File: src/design/fcpu_pkg.sv
// ----------------------------------------------------------------------------
// fcpu_pkg
// types, constants and helpers shared by the fly camera pose update block
// ----------------------------------------------------------------------------
`default_nettype none
package fcpu_pkg;

  localparam int CORDIC_STEPS = 24;
  localparam int STEP_W = 5;
  localparam int ANG_HALF = 23040;
  localparam int ANG_FULL = 46080;
  localparam int ANG_QUARTER = 11520;
  localparam int DEG_TO_RAD = 146409;
  localparam int CORDIC_GAIN = 652032875;
  localparam int UNIT_Q14 = 16384;
  localparam int CW = 34;

  localparam logic [2:0] REG_START_X     = 3'd0;
  localparam logic [2:0] REG_START_Y     = 3'd1;
  localparam logic [2:0] REG_START_Z     = 3'd2;
  localparam logic [2:0] REG_START_YAW   = 3'd3;
  localparam logic [2:0] REG_START_PITCH = 3'd4;
  localparam logic [2:0] REG_PITCH_LIMIT = 3'd5;

  typedef struct packed {
    logic signed [15:0] forward_step;
    logic signed [15:0] right_step;
    logic signed [15:0] up_step;
    logic signed [15:0] yaw_change;
    logic signed [15:0] pitch_change;
  } in_item_t;

  typedef struct packed {
    logic signed [31:0] pos_x;
    logic signed [31:0] pos_y;
    logic signed [31:0] pos_z;
    logic signed [15:0] front_x;
    logic signed [15:0] front_y;
    logic signed [15:0] front_z;
    logic signed [15:0] right_x;
    logic signed [15:0] right_y;
    logic signed [15:0] right_z;
    logic signed [15:0] up_x;
    logic signed [15:0] up_y;
    logic signed [15:0] up_z;
  } out_item_t;

  typedef enum logic [3:0] {
    ST_IDLE,
    ST_MOVE,
    ST_ANGLE,
    ST_LOAD,
    ST_TRIG_START,
    ST_TRIG_WAIT,
    ST_VEC,
    ST_DONE
  } state_t;

  typedef struct packed {
    logic              start;
    logic signed [15:0] angle;
  } trig_req_t;

  typedef struct packed {
    logic              done;
    logic signed [15:0] sin_val;
    logic signed [15:0] cos_val;
  } trig_rsp_t;

  function automatic logic [CW-1:0] atan_entry(input logic [STEP_W-1:0] i);
    logic [CW-1:0] r;
    case (i)
      5'd0:  r = CW'(843314857);
      5'd1:  r = CW'(497837829);
      5'd2:  r = CW'(263043837);
      5'd3:  r = CW'(133525159);
      5'd4:  r = CW'(67021687);
      5'd5:  r = CW'(33543516);
      5'd6:  r = CW'(16775851);
      5'd7:  r = CW'(8388437);
      5'd8:  r = CW'(4194283);
      5'd9:  r = CW'(2097149);
      default: r = CW'(64'd1 << (30 - i));
    endcase
    return r;
  endfunction

  // wrap a sum of two 16-bit angles into [-180, 180)
  function automatic logic signed [15:0] wrap_angle(input logic signed [17:0] a);
    logic signed [17:0] r;
    r = a;
    if (r >= 18'sd23040) r = r - 18'sd46080;
    else if (r < -18'sd23040) r = r + 18'sd46080;
    if (r >= 18'sd23040) r = r - 18'sd46080;
    else if (r < -18'sd23040) r = r + 18'sd46080;
    return r[15:0];
  endfunction

  function automatic logic signed [15:0] clamp_unit(input logic signed [35:0] v);
    logic signed [15:0] r;
    if (v > 36'sd16384) r = 16'sd16384;
    else if (v < -36'sd16384) r = -16'sd16384;
    else r = v[15:0];
    return r;
  endfunction

endpackage
`default_nettype wire

File: src/design/fcpu_cordic.sv
// ----------------------------------------------------------------------------
// fcpu_cordic
// iterative rotation cordic, one step per cycle, sine and cosine in q1.14
// ----------------------------------------------------------------------------
`default_nettype none
module fcpu_cordic
  import fcpu_pkg::*;
(
  input  wire logic      clk,
  input  wire logic      rst,
  input  wire trig_req_t req,
  output trig_rsp_t      rsp
);

  logic signed [CW-1:0] x, y, z;
  logic [STEP_W-1:0] step;
  logic busy, neg, done;
  logic signed [15:0] a, af;
  logic fold;
  logic signed [CW-1:0] dx, dy, at;
  logic signed [CW-1:0] xr, yr;
  logic signed [35:0] rc, rs;

  always_comb begin
    a = wrap_angle(18'(req.angle));
    fold = 1'b0;
    af = a;
    if (a > 16'sd11520) begin
      af = 16'sd23040 - a;
      fold = 1'b1;
    end else if (a < -16'sd11520) begin
      af = -16'sd23040 - a;
      fold = 1'b1;
    end
    dx = y >>> step;
    dy = x >>> step;
    at = $signed(atan_entry(step));
    xr = x + CW'(32768);
    yr = y + CW'(32768);
    rc = 36'(xr >>> 16);
    rs = 36'(yr >>> 16);
  end

  always_ff @(posedge clk) begin
    if (rst) begin
      busy <= 1'b0;
      done <= 1'b0;
      step <= '0;
    end else begin
      done <= 1'b0;
      if (req.start) begin
        busy <= 1'b1;
        step <= '0;
        x <= CW'(CORDIC_GAIN);
        y <= '0;
        z <= CW'(af) * CW'(DEG_TO_RAD);
        neg <= fold;
      end else if (busy) begin
        if (!z[CW-1]) begin
          x <= x - dx; y <= y + dy; z <= z - at;
        end else begin
          x <= x + dx; y <= y - dy; z <= z + at;
        end
        if (step == STEP_W'(CORDIC_STEPS - 1)) begin
          busy <= 1'b0;
          done <= 1'b1;
        end
        step <= step + 1'b1;
      end
    end
  end

  always_comb begin
    rsp.done = done;
    rsp.sin_val = clamp_unit(rs);
    rsp.cos_val = neg ? -clamp_unit(rc) : clamp_unit(rc);
  end

endmodule
`default_nettype wire

File: src/design/fly_camera_pose_update_top.sv
// ----------------------------------------------------------------------------
// fly_camera_pose_update_top
// euler angle fly camera: moves position along front/right/up, updates angles
// and recomputes the unit vectors with a shared cordic and multiplier
// ----------------------------------------------------------------------------
// channel   direction  handshake
// in        in         in_valid / in_stall
// out       out        out_valid / out_stall
// cfg       in         apb write/read, pready high
//
// result raised after accept through move steps (9 products), angle update,
// two cordic runs, 4 vector products and the done state
// the next item is accepted only once the previous result has been taken
// reset and any config register write reload the pose and recompute the vectors
// a held result under out_stall blocks new items
`default_nettype none
module fly_camera_pose_update_top
  import fcpu_pkg::*;
(
  input  wire logic        clk,
  input  wire logic        rst,
  input  wire logic        in_valid,
  output logic             in_stall,
  input  wire in_item_t    in_data,
  output logic             out_valid,
  input  wire logic        out_stall,
  output out_item_t        out_data,
  input  wire logic        psel,
  input  wire logic        penable,
  input  wire logic        pwrite,
  input  wire logic [4:0]  paddr,
  input  wire logic [31:0] pwdata,
  output logic [31:0]      prdata,
  output logic             pready
);

  logic signed [31:0] start_x, start_y, start_z;
  logic signed [15:0] start_yaw;
  logic signed [14:0] start_pitch;
  logic [13:0] pitch_limit;

  logic signed [31:0] pos [3];
  logic signed [15:0] yaw, pitch;
  logic signed [15:0] fv [3];
  logic signed [15:0] rv [3];
  logic signed [15:0] uv [3];
  logic signed [15:0] sy, cy, sp, cp;
  logic signed [39:0] acc;
  in_item_t item;
  logic with_out, load_req, trig_sel;
  logic [3:0] cnt;

  state_t state, state_next;
  trig_req_t treq;
  trig_rsp_t trsp;

  logic wr;
  logic [2:0] ridx;
  assign pready = 1'b1;
  assign ridx = paddr[4:2];
  assign wr = psel && penable && pwrite && (ridx <= REG_PITCH_LIMIT);

  always_comb begin
    case (ridx)
      REG_START_X:     prdata = start_x;
      REG_START_Y:     prdata = start_y;
      REG_START_Z:     prdata = start_z;
      REG_START_YAW:   prdata = 32'(start_yaw);
      REG_START_PITCH: prdata = 32'(start_pitch);
      REG_PITCH_LIMIT: prdata = 32'(pitch_limit);
      default:         prdata = '0;
    endcase
  end

  fcpu_cordic u_cordic (.clk(clk), .rst(rst), .req(treq), .rsp(trsp));

  // shared multiplier
  logic signed [15:0] ma, mb;
  logic signed [31:0] prod;
  logic [1:0] ax;
  logic [1:0] term;
  assign ax = cnt[3:2];
  assign term = cnt[1:0];
  assign prod = ma * mb;

  always_comb begin
    ma = '0; mb = '0;
    if (state == ST_MOVE) begin
      case (term)
        2'd0: begin ma = fv[ax]; mb = item.forward_step; end
        2'd1: begin ma = rv[ax]; mb = item.right_step; end
        default: begin ma = uv[ax]; mb = item.up_step; end
      endcase
    end else begin
      case (cnt)
        4'd0: begin ma = cy; mb = cp; end
        4'd1: begin ma = sy; mb = cp; end
        4'd2: begin ma = -cy; mb = sp; end
        default: begin ma = -sy; mb = sp; end
      endcase
    end
  end

  logic signed [39:0] racc;
  logic signed [33:0] npos;
  logic signed [31:0] psat;
  logic signed [16:0] psum;
  logic signed [15:0] pcl, lim;
  logic signed [35:0] vr;
  assign racc = (acc + 40'sd32) >>> 6;
  assign npos = 34'(pos[ax]) + 34'(racc);
  assign psat = (npos > 34'sd2147483647) ? 32'sh7fffffff :
                (npos < -34'sd2147483648) ? 32'sh80000000 : npos[31:0];
  assign vr = 36'((32'(prod) + 32'sd8192) >>> 14);
  assign lim = 16'(pitch_limit);

  always_comb begin
    psum = 17'(pitch) + 17'(item.pitch_change);
    if (psum > 17'sd32767) pcl = 16'sh7fff;
    else if (psum < -17'sd32768) pcl = 16'sh8000;
    else pcl = psum[15:0];
    if (pitch_limit != '0) begin
      if (pcl > lim) pcl = lim;
      else if (pcl < -lim) pcl = -lim;
    end
  end

  always_ff @(posedge clk) begin
    if (rst) state <= ST_TRIG_START;
    else state <= state_next;
  end

  always_comb begin
    state_next = state;
    treq.start = 1'b0;
    treq.angle = trig_sel ? pitch : yaw;
    case (state)
      ST_IDLE:       if (load_req || wr) state_next = ST_LOAD;
                     else if (in_valid && !out_valid) state_next = ST_MOVE;
      ST_MOVE:       if (cnt == 4'd11) state_next = ST_ANGLE;
      ST_ANGLE:      state_next = ST_TRIG_START;
      ST_LOAD:       state_next = ST_TRIG_START;
      ST_TRIG_START: begin
        treq.start = 1'b1;
        state_next = ST_TRIG_WAIT;
      end
      ST_TRIG_WAIT:  if (trsp.done) state_next = trig_sel ? ST_VEC : ST_TRIG_START;
      ST_VEC:        if (cnt == 4'd3) state_next = ST_DONE;
      ST_DONE:       state_next = ST_IDLE;
      default:       state_next = ST_IDLE;
    endcase
  end

  assign in_stall = !(state == ST_IDLE && !out_valid && !load_req && !wr);

  always_ff @(posedge clk) begin
    if (rst) begin
      start_x <= '0; start_y <= '0; start_z <= '0;
      start_yaw <= -16'sd11520; start_pitch <= '0; pitch_limit <= 14'd11392;
      pos[0] <= '0; pos[1] <= '0; pos[2] <= '0;
      yaw <= -16'sd11520; pitch <= '0;
      out_valid <= 1'b0; with_out <= 1'b0; load_req <= 1'b0;
      trig_sel <= 1'b0; cnt <= '0; acc <= '0;
    end else begin
      if (out_valid && !out_stall) out_valid <= 1'b0;
      if (wr) begin
        case (ridx)
          REG_START_X:     start_x <= pwdata;
          REG_START_Y:     start_y <= pwdata;
          REG_START_Z:     start_z <= pwdata;
          REG_START_YAW:   start_yaw <= pwdata[15:0];
          REG_START_PITCH: start_pitch <= pwdata[14:0];
          default:         pitch_limit <= pwdata[13:0];
        endcase
        load_req <= 1'b1;
      end
      case (state)
        ST_IDLE: begin
          cnt <= '0; acc <= '0; trig_sel <= 1'b0;
          if (load_req || wr) begin
            load_req <= 1'b0;
            with_out <= 1'b0;
          end else if (in_valid && !out_valid) begin
            item <= in_data;
            with_out <= 1'b1;
          end
        end
        ST_MOVE: begin
          if (term == 2'd3) begin
            pos[ax] <= psat;
            acc <= '0;
          end else acc <= acc + 40'(prod);
          cnt <= cnt + 1'b1;
        end
        ST_ANGLE: begin
          yaw <= wrap_angle(18'(yaw) + 18'(item.yaw_change));
          pitch <= pcl;
        end
        ST_LOAD: begin
          pos[0] <= start_x; pos[1] <= start_y; pos[2] <= start_z;
          yaw <= wrap_angle(18'(start_yaw));
          pitch <= 16'(start_pitch);
        end
        ST_TRIG_WAIT: begin
          if (trsp.done) begin
            if (!trig_sel) begin
              sy <= trsp.sin_val; cy <= trsp.cos_val;
            end else begin
              sp <= trsp.sin_val; cp <= trsp.cos_val;
            end
            trig_sel <= 1'b1;
            cnt <= '0;
          end
        end
        ST_VEC: begin
          case (cnt)
            4'd0: fv[0] <= clamp_unit(vr);
            4'd1: fv[2] <= clamp_unit(vr);
            4'd2: uv[0] <= clamp_unit(vr);
            default: uv[2] <= clamp_unit(vr);
          endcase
          cnt <= cnt + 1'b1;
        end
        ST_DONE: begin
          fv[1] <= sp; uv[1] <= cp;
          rv[0] <= -sy; rv[1] <= '0; rv[2] <= cy;
          if (with_out) out_valid <= 1'b1;
        end
        default: ;
      endcase
    end
  end

  always_comb begin
    out_data.pos_x = pos[0]; out_data.pos_y = pos[1]; out_data.pos_z = pos[2];
    out_data.front_x = fv[0]; out_data.front_y = fv[1]; out_data.front_z = fv[2];
    out_data.right_x = rv[0]; out_data.right_y = rv[1]; out_data.right_z = rv[2];
    out_data.up_x = uv[0]; out_data.up_y = uv[1]; out_data.up_z = uv[2];
  end

  assert property (@(posedge clk) disable iff (rst) out_valid |-> in_stall)
    else $error("item accepted while result pending");
  assert property (@(posedge clk) disable iff (rst) out_data.right_y == 16'sd0 || !out_valid)
    else $error("right_y nonzero");
  assert property (@(posedge clk) disable iff (rst)
    (state == ST_DONE && with_out) |=> out_valid)
    else $error("result not raised");

endmodule
`default_nettype wire

File: config.mk
export PLATFORM = sky130hd
export DESIGN_NAME = fly_camera_pose_update_top
export DESIGN_NICKNAME = d
export VERILOG_FILES = /design/src/design/fcpu_pkg.sv /design/src/design/fcpu_cordic.sv /design/src/design/fly_camera_pose_update_top.sv
export SDC_FILE = /design/constraint.sdc
export NUM_CORES = 2
export LEC_CHECK = 0
export BUFFER_PORTS_ARGS = -buffer_cell sky130_fd_sc_hd__buf_2
export CORE_UTILIZATION = 60
export CTS_BUF_LIST = sky130_fd_sc_hd__clkbuf_2 sky130_fd_sc_hd__clkbuf_4 sky130_fd_sc_hd__clkbuf_8
export CTS_CLUSTER_SIZE = 30
export DETAILED_ROUTE_END_ITERATION = 16
export PLACE_DENSITY = 0.79
export REMOVE_ABC_BUFFERS = 1
export SYNTH_ARGS = -nofsm -noshare
export SYNTH_HDL_FRONTEND = slang
export SYNTH_HIERARCHICAL = 1
export SYNTH_SLANG_ARGS = --single-unit
File: constraint.sdc
create_clock -name clk -period 12.69 [get_ports clk]
set_input_delay 3.807 -clock clk [delete_from_list [all_inputs] [get_ports clk]]
set_output_delay 3.807 -clock clk [all_outputs]
set_load 0.01 [all_outputs]
== Word level (Yosys, flattened, before mapping) ==
Memories as Yosys holds them, arrays and structs flattened. A register that Yosys moved wholly into a read port is not among the register bits.
Index checks and enable logic that the tools add are counted.

* Input port bits: 124
* Memory bits (writable): 240
* Memories: 4
* Word-level logic and storage cells: 338
* Register bits after elaboration: 479
* Output and inout bits: 275

{| class="wikitable"
|+ Memory list
! name !! words !! bits a word !! read ports !! clocked after Yosys merged registers in !! wr ports !! line !! RTL
|-
| pos || 3 || 32 || 4 || 1 || 3 || fly_camera_pose_update_top.sv:42 || <nowiki>logic signed [31:0] pos [3];</nowiki>
|-
| fv || 3 || 16 || 4 || 1 || 1 || fly_camera_pose_update_top.sv:44 || <nowiki>logic signed [15:0] fv [3];</nowiki>
|-
| rv || 3 || 16 || 4 || 1 || 3 || fly_camera_pose_update_top.sv:45 || <nowiki>logic signed [15:0] rv [3];</nowiki>
|-
| uv || 3 || 16 || 4 || 1 || 1 || fly_camera_pose_update_top.sv:46 || <nowiki>logic signed [15:0] uv [3];</nowiki>
|}

* Shifts and indexed selects: 3
* Mux-type cells: 143
* Bitwise gates (word level): 8
* Reductions and logical operators: 53
* Order comparisons: 27
* Equal/unequal tests: 32
* Add/sub/neg operators: 35
* Multiply operators: 2

{| class="wikitable"
|+ Operator list
! cell !! number
|-
| 2-to-1 mux 16 bit || 40
|-
| one-hot mux 34 bit (10 select lines) || 1
|-
| 2-to-1 mux 34 bit || 7
|-
| 2-to-1 mux 32 bit || 6
|-
| one-hot mux 32 bit (6 select lines) || 1
|-
| 2-to-1 mux 18 bit || 10
|-
| one-hot mux 16 bit (2 select lines) || 4
|-
| adder 34 bit || 3
|-
| subtractor 34 bit || 3
|-
| one-hot mux 40 bit (2 select lines) || 1
|-
| adder 34 x 17 -> 34 bit, second input constant || 2
|-
| >>> shifter 34 x 5 -> 34 bit || 2
|-
| OR reduction 16 bit || 4
|-
| >= comparator 18 x 16 -> 1 bit, second input constant || 3
|-
| less-than comparator 18 x 16 -> 1 bit, second input constant || 3
|-
| adder 16 bit, second input constant || 3
|-
| 2-to-1 mux 1 bit || 48
|-
| negator 16 bit || 3
|-
| one-hot mux 16 bit (3 select lines) || 1
|-
| subtractor 16 bit, second input constant || 3
|-
| adder 40 x 32 -> 40 bit || 1
|-
| adder 40 x 7 -> 40 bit, second input constant || 1
|-
| 2-to-1 mux 40 bit || 1
|-
| adder 16 x 17 -> 18 bit, second input constant || 2
|-
| 70 further kinds || 150
|}

== Depth between registers and ports, before layout ==
* Depth after elaboration: 14
* Gate-level depth with buffers: 50

== Cells and area by module ==
The synthesis kept the hierarchy.

{| class="wikitable"
|+ Modules (own cells, without submodules)
! module !! area an instance (um^2) !! seq. area each (um^2) !! cells each !! times used
|-
| fly_camera_pose_update_top || 45,383.5 || 16,535.9 || 4,752 || 1
|-
| fcpu_cordic || 23,496.3 || 3,233.1 || 2,792 || 1
|}

== Least setup slack after synthesis ==
Ideal clock, no wire load.

* Kind: reg2reg
* Start: register cy[1]
* End: register acc[38]
* Setup time: 117 ps
* Slack: 1,558 ps
* Clock period less this slack: 11,132 ps
* Required time: 12,573 ps
* Cell stages (with the launch flop): 40
* Arrival time: 11,015 ps
* Path through: edfxtp_1 > or3_1 > or4b_2 > or3_1 > or3_1 > nor3_1 > nor3_1 > a221oi_1 > a21oi_1 > mux2i_1 > clkbuf_1 > nor2_1 > fa_1 > inv_1 > fa_1 > fa_1 > inv_1 > fa_1 > [... 4 more ...] > ha_1 > o211a_1 > and3_1 > or3b_2 > a31oi_1 > xnor2_1 > inv_1 > ha_1 > nor2b_1 > or4_1 > a2111oi_0 > o41ai_1 > a211o_1 > a21o_1 > a21oi_1 > o21ai_0 > xor2_1 > a22o_1

* Cells in the longest elaborated chain, start to end: 7

{| class="wikitable"
|+ Ends and longest elaborated chain
! what !! line !! RTL
|-
| from (decl) || fly_camera_pose_update_top.sv:47 || <nowiki>logic signed [15:0] sy, cy, sp, cp;</nowiki>
|-
| from (signal assigned) || fly_camera_pose_update_top.sv:207 || <nowiki>sy <= trsp.sin_val; cy <= trsp.cos_val;</nowiki>
|-
| negator 16 bit || fly_camera_pose_update_top.sv:98 || <nowiki>4'd2: begin ma = -cy; mb = sp; end</nowiki>
|-
| one-hot mux 16 bit (3 select lines) * || fly_camera_pose_update_top.sv:95 || <nowiki>case (cnt)</nowiki>
|-
| 2-to-1 mux 16 bit * || fly_camera_pose_update_top.sv:88 || <nowiki>if (state == ST_MOVE) begin</nowiki>
|-
| multiplier 16 x 16 -> 32 bit * || fly_camera_pose_update_top.sv:84 || <nowiki>assign prod = ma * mb;</nowiki>
|-
| adder 40 x 32 -> 40 bit * || fly_camera_pose_update_top.sv:192 || <nowiki>end else acc <= acc + 40'(prod);</nowiki>
|-
| 2-to-1 mux 40 bit * || fly_camera_pose_update_top.sv:189 || <nowiki>if (term == 2'd3) begin</nowiki>
|-
| one-hot mux 40 bit (2 select lines) * || fly_camera_pose_update_top.sv:177 || <nowiki>case (state)</nowiki>
|-
| to (signal assigned) || fly_camera_pose_update_top.sv:192 ||
|-
| to (decl) || fly_camera_pose_update_top.sv:48 || <nowiki>logic signed [39:0] acc;</nowiki>
|}

Every way passes the cells marked *; elsewhere a longest branch is shown, timed or not.
A chain may end at the register's enable or synchronous reset.

== Worst setup path after layout ==
Same ends and word-level chain as after synthesis.

==> metrics.cfg <==
[status]
run_status=finished, final reports clean

[job]
drv_cap=0

[routing]
drt-vias-per-instance=6.42
first_pass_iteration_count_of_the_detailed_router=6
route.detailed.wl_per_inst_um=22.8
vias=60533
dr.first_iter.drc_count=6081
wirelength_mm=215
ant_nets=0
remaining_drc_errors=0

[clock_tree]
clock_root_buffer=clkbuf_8
cts_buffer_depth=3
numCtsBuffers=131
clk_transition_reported_paths_ns=0.06
cts.htree.levels=4
cts_num_sinks=736
cts_hold_buf=0
post_cts_setup_driven_buffer_insertion_count=0
clk-insertion-delay-late_ns=0.86
cts-resized-gates=0
tritoncts=yes

[pwr]
power.static_leakage_nw=31.9
peakVddDrop_mv=0.103
power_density_nw_per_um2=96.1
total_power_mw=7.20

[global_routing]
global_route.usage.total_pct=36.4
grt_remaining_overflow=0
antenna_found_initial=15
grt_first_pass_wirelength_mm=331
maximum_number_of_pins_on_one_net_before_global_route_repair=97
first_global_vias=58565

[critical_path]
cp-end-kind=register
worst-setup-path-type=register to register
crit_slowest_cell=or4b_2
crit_path_max_fanout=16
worst-endpoint-arrival_ns=12.85
regToRegStartpoint=cy[1]$_DFFE_PP_
rr_worst_depth=40
ff2ff_setup_slack_ns=0.58
cpMostUsedCell=fa_1
worstSetupStartpointType=register
crit_required_ns=13.43
slowest_delay_ns=0.71
timing.rr.end=acc[38]$_SDFFE_PP0P_

[sta]
fin_ws_ns=0.584
finalWorstPathRequiredPeriod_ns=12.11
finalSetupViolations=0
setup_repair_after_global_routing_missed_its_margin=false
timing.max_slew.rel_slack_pct=23.4
skew_ns=0.0661
tightest_hold_margin_ns=0.436
timing_worst_slew_pin_value_ns=1.15
max_freq_mhz=82.6
max_slew_vio_count=0
fin_tns_setup_ns=0
part_of_the_cycle_the_worst_path_needs_pct=95.4
final-hold-violation-count=0

[logic_synthesis]
synth_area_um2=68900
synth_cell_types=140
ys_ff_latch=736
synth-warning-count=6
synth_area_in_xor_xnor_pct=6.01
yosys-top-cells-area=edfxtp_1 22%, fa_1 11%, ha_1 8.9%
synth_compound_area_share_pct=17.7
syn-mean-instance-area_um2=9.13
ys.flop_type=edfxtp_1
synth_sequential_area_ratio_pct=28.7
synthCells=7544
synth.top_cell.area_share_pct=21.9
post_synth_fa_ha_maj_area_fraction_pct=19.5
post_synth_and_or_nand_nor_area_fraction_pct=15.3
synth_top_family_by_area=adder cells
multiplexer_share_of_the_synthesized_area_pct=6.75
synth_enable_flop_cells=503
synth.largest_area_cell=edfxtp_1
synth-async-reset-ratio_pct=0

[placed_design]
detailed_place_hpwl_mm=161
io_buffer_count=379
place_inst=9171
place_worst_setup_slack_ns=0.428
gp_routability_congestion=1.03
dpl-instance-area_um2=72100

[die]
initial_utilization_pct=60.9
design.portCount=399
die_area_um2=116000
fp-row-count=123
floorplan.die.width_um=341
fp.dieH_um=341
floorplan.core_area_um2=113000

[final_layout]
final_design_area_no_fill_um2=75000
filler_cell_count=9168
register_area_um2=19800
final_nets=8781
multi_input_area_um2=45200
stdcell_count=9426
final_layout_size_suffix_gt1_share_pct=13.7
layout.core_utilization_pct=66.3
synthToLayoutAreaGrowth_pct=8.84

[hold_path]
timing.hold.worst_endpoint=fv[1][12]$_DFFE_PP_
min_path_type=register to register
hold_path_startpoint=sp[12]$_DFFE_PP_
whs_path_depth=0

final cells by class:
cell class	count	area share [%]
clock inverter	40	0.486
clock buffer	199	3.21
tap	1500	2.50
timing repair buffer	494	3.69
inverter	683	3.42
antenna	16	0.0534
sequential	736	26.4
multi-input combinational	5758	60.2
placed cells by master (no fill, tap or decap), types with 59 or more instances in the layout:
cell type	Yosys	routed
a21o_1	144	144
o21a_1	71	71
xor2_1	169	168
nand2b_1	100	100
mux4_2	120	120
nor3_1	121	119
clkbuf_8	0	146
and3_1	85	83
fa_1	363	363
a22oi_1	65	65
nand2_1	786	785
a31oi_1	67	67
nand3_1	141	141
a211oi_1	59	59
buf_2	29	378
buf_4	25	115
inv_1	680	680
nor2b_1	69	67
edfxtp_1	503	503
dfxtp_1	233	226
ha_1	490	488
xnor2_1	294	293
nor2_1	683	665
a21oi_1	553	552
a221o_1	101	101
o21ai_0	337	337
mux2i_1	131	131
where the power goes:
part | switching (mW) | internal (mW)
logic | 1.12 | 0.843
registers | 0.158 | 2.70
clock network | 1.09 | 1.29
total | 2.37 | 4.84
worst max path at each step:
| stage | from | end | depth (start not counted) |
|---|---|---|---|
| floorplan | register | acc[38]$_SDFFE_PP0P_ | 33 |
| global route | cy[1]$_DFFE_PP_ | acc[38]$_SDFFE_PP0P_ | 41 |
| CTS | trig_sel$_SDFFE_PP0P_ | u_cordic/z[33]$_DFFE_PP_ | 41 |
| global placement | trig_sel$_SDFFE_PP0P_ | u_cordic/z[33]$_DFFE_PP_ | 41 |
| detailed placement | trig_sel$_SDFFE_PP0P_ | u_cordic/z[33]$_DFFE_PP_ | 41 |
| finish | cy[1]$_DFFE_PP_ | acc[38]$_SDFFE_PP0P_ | 40 |
per-layer routing:
layer | track usage [%] | vias to the layer above | share of wire, % | wire [um]
met5 | 0 | - | 0.022 | 47
met1 | 46.7 | 29308 | 38 | 82700
met3 | 7.29 | 672 | 10 | 21800
met2 | 58.0 | 3248 | 46 | 98500
met4 | 19.4 | 8 | 5.5 | 11900
li1 | - | 27297 | - | -
flip-flops by register name, indices dropped and copies added (netlist names), 4 cells and up, named ones only:
register / count
pos: 128
sp: 16
rv: 32
u_cordic/x: 34
start_yaw: 16
uv: 48
item: 80
u_cordic/z: 34
cnt: 4
pitch: 16
start_pitch: 15
acc: 40
fv: 48
u_cordic/step: 5
start_x: 32
pitch_limit: 14
cy: 16
yaw: 16
u_cordic/y: 34
sy: 16
start_y: 32
cp: 16
start_z: 32
kinds of logic (layout without fill, tap and decap cells):
kind of cell / after synthesis / after routing
AND/OR/NAND/NOR: 2280 / 2280
flip-flops: 736 / 736
multiplexers: 306 / 306
AO/OA/AOI/OAI: 1833 / 1833
XOR/XNOR: 468 / 468
buffers and inverters: 1065 / 1416
adder cells (fa/ha/maj): 854 / 854
other: 2 / 33
critical path: cells and delay by family, from the launching register on:
family,cells,cell delay (ns)
and+or+nand+nor,12,3.99
DFF,1,0.44
adders and majority gates,8,3.83
xor gates and xnor gates,2,0.38
buffers and inverters,6,0.80
AOI/OAI and AO/OA,11,2.44
muxes,1,0.10
synthesized netlist by cell type, types with 59 or more instances:
library cell and count:
a211oi_1 59, nor3_1 121, a21o_1 144, a21oi_1 553, nor2_1 683, inv_1 680, mux4_2 120, a221o_1 101
ha_1 490, dfxtp_1 233, nor2b_1 69, mux2i_1 131, nand2_1 786, xor2_1 169, fa_1 363, a31oi_1 67
edfxtp_1 503, o21a_1 71, nand2b_1 100, clkbuf_1 267, xnor2_1 294, a22oi_1 65, nand3_1 141, o21ai_0 337
and3_1 85
Power figures use the tool's default switching activity.
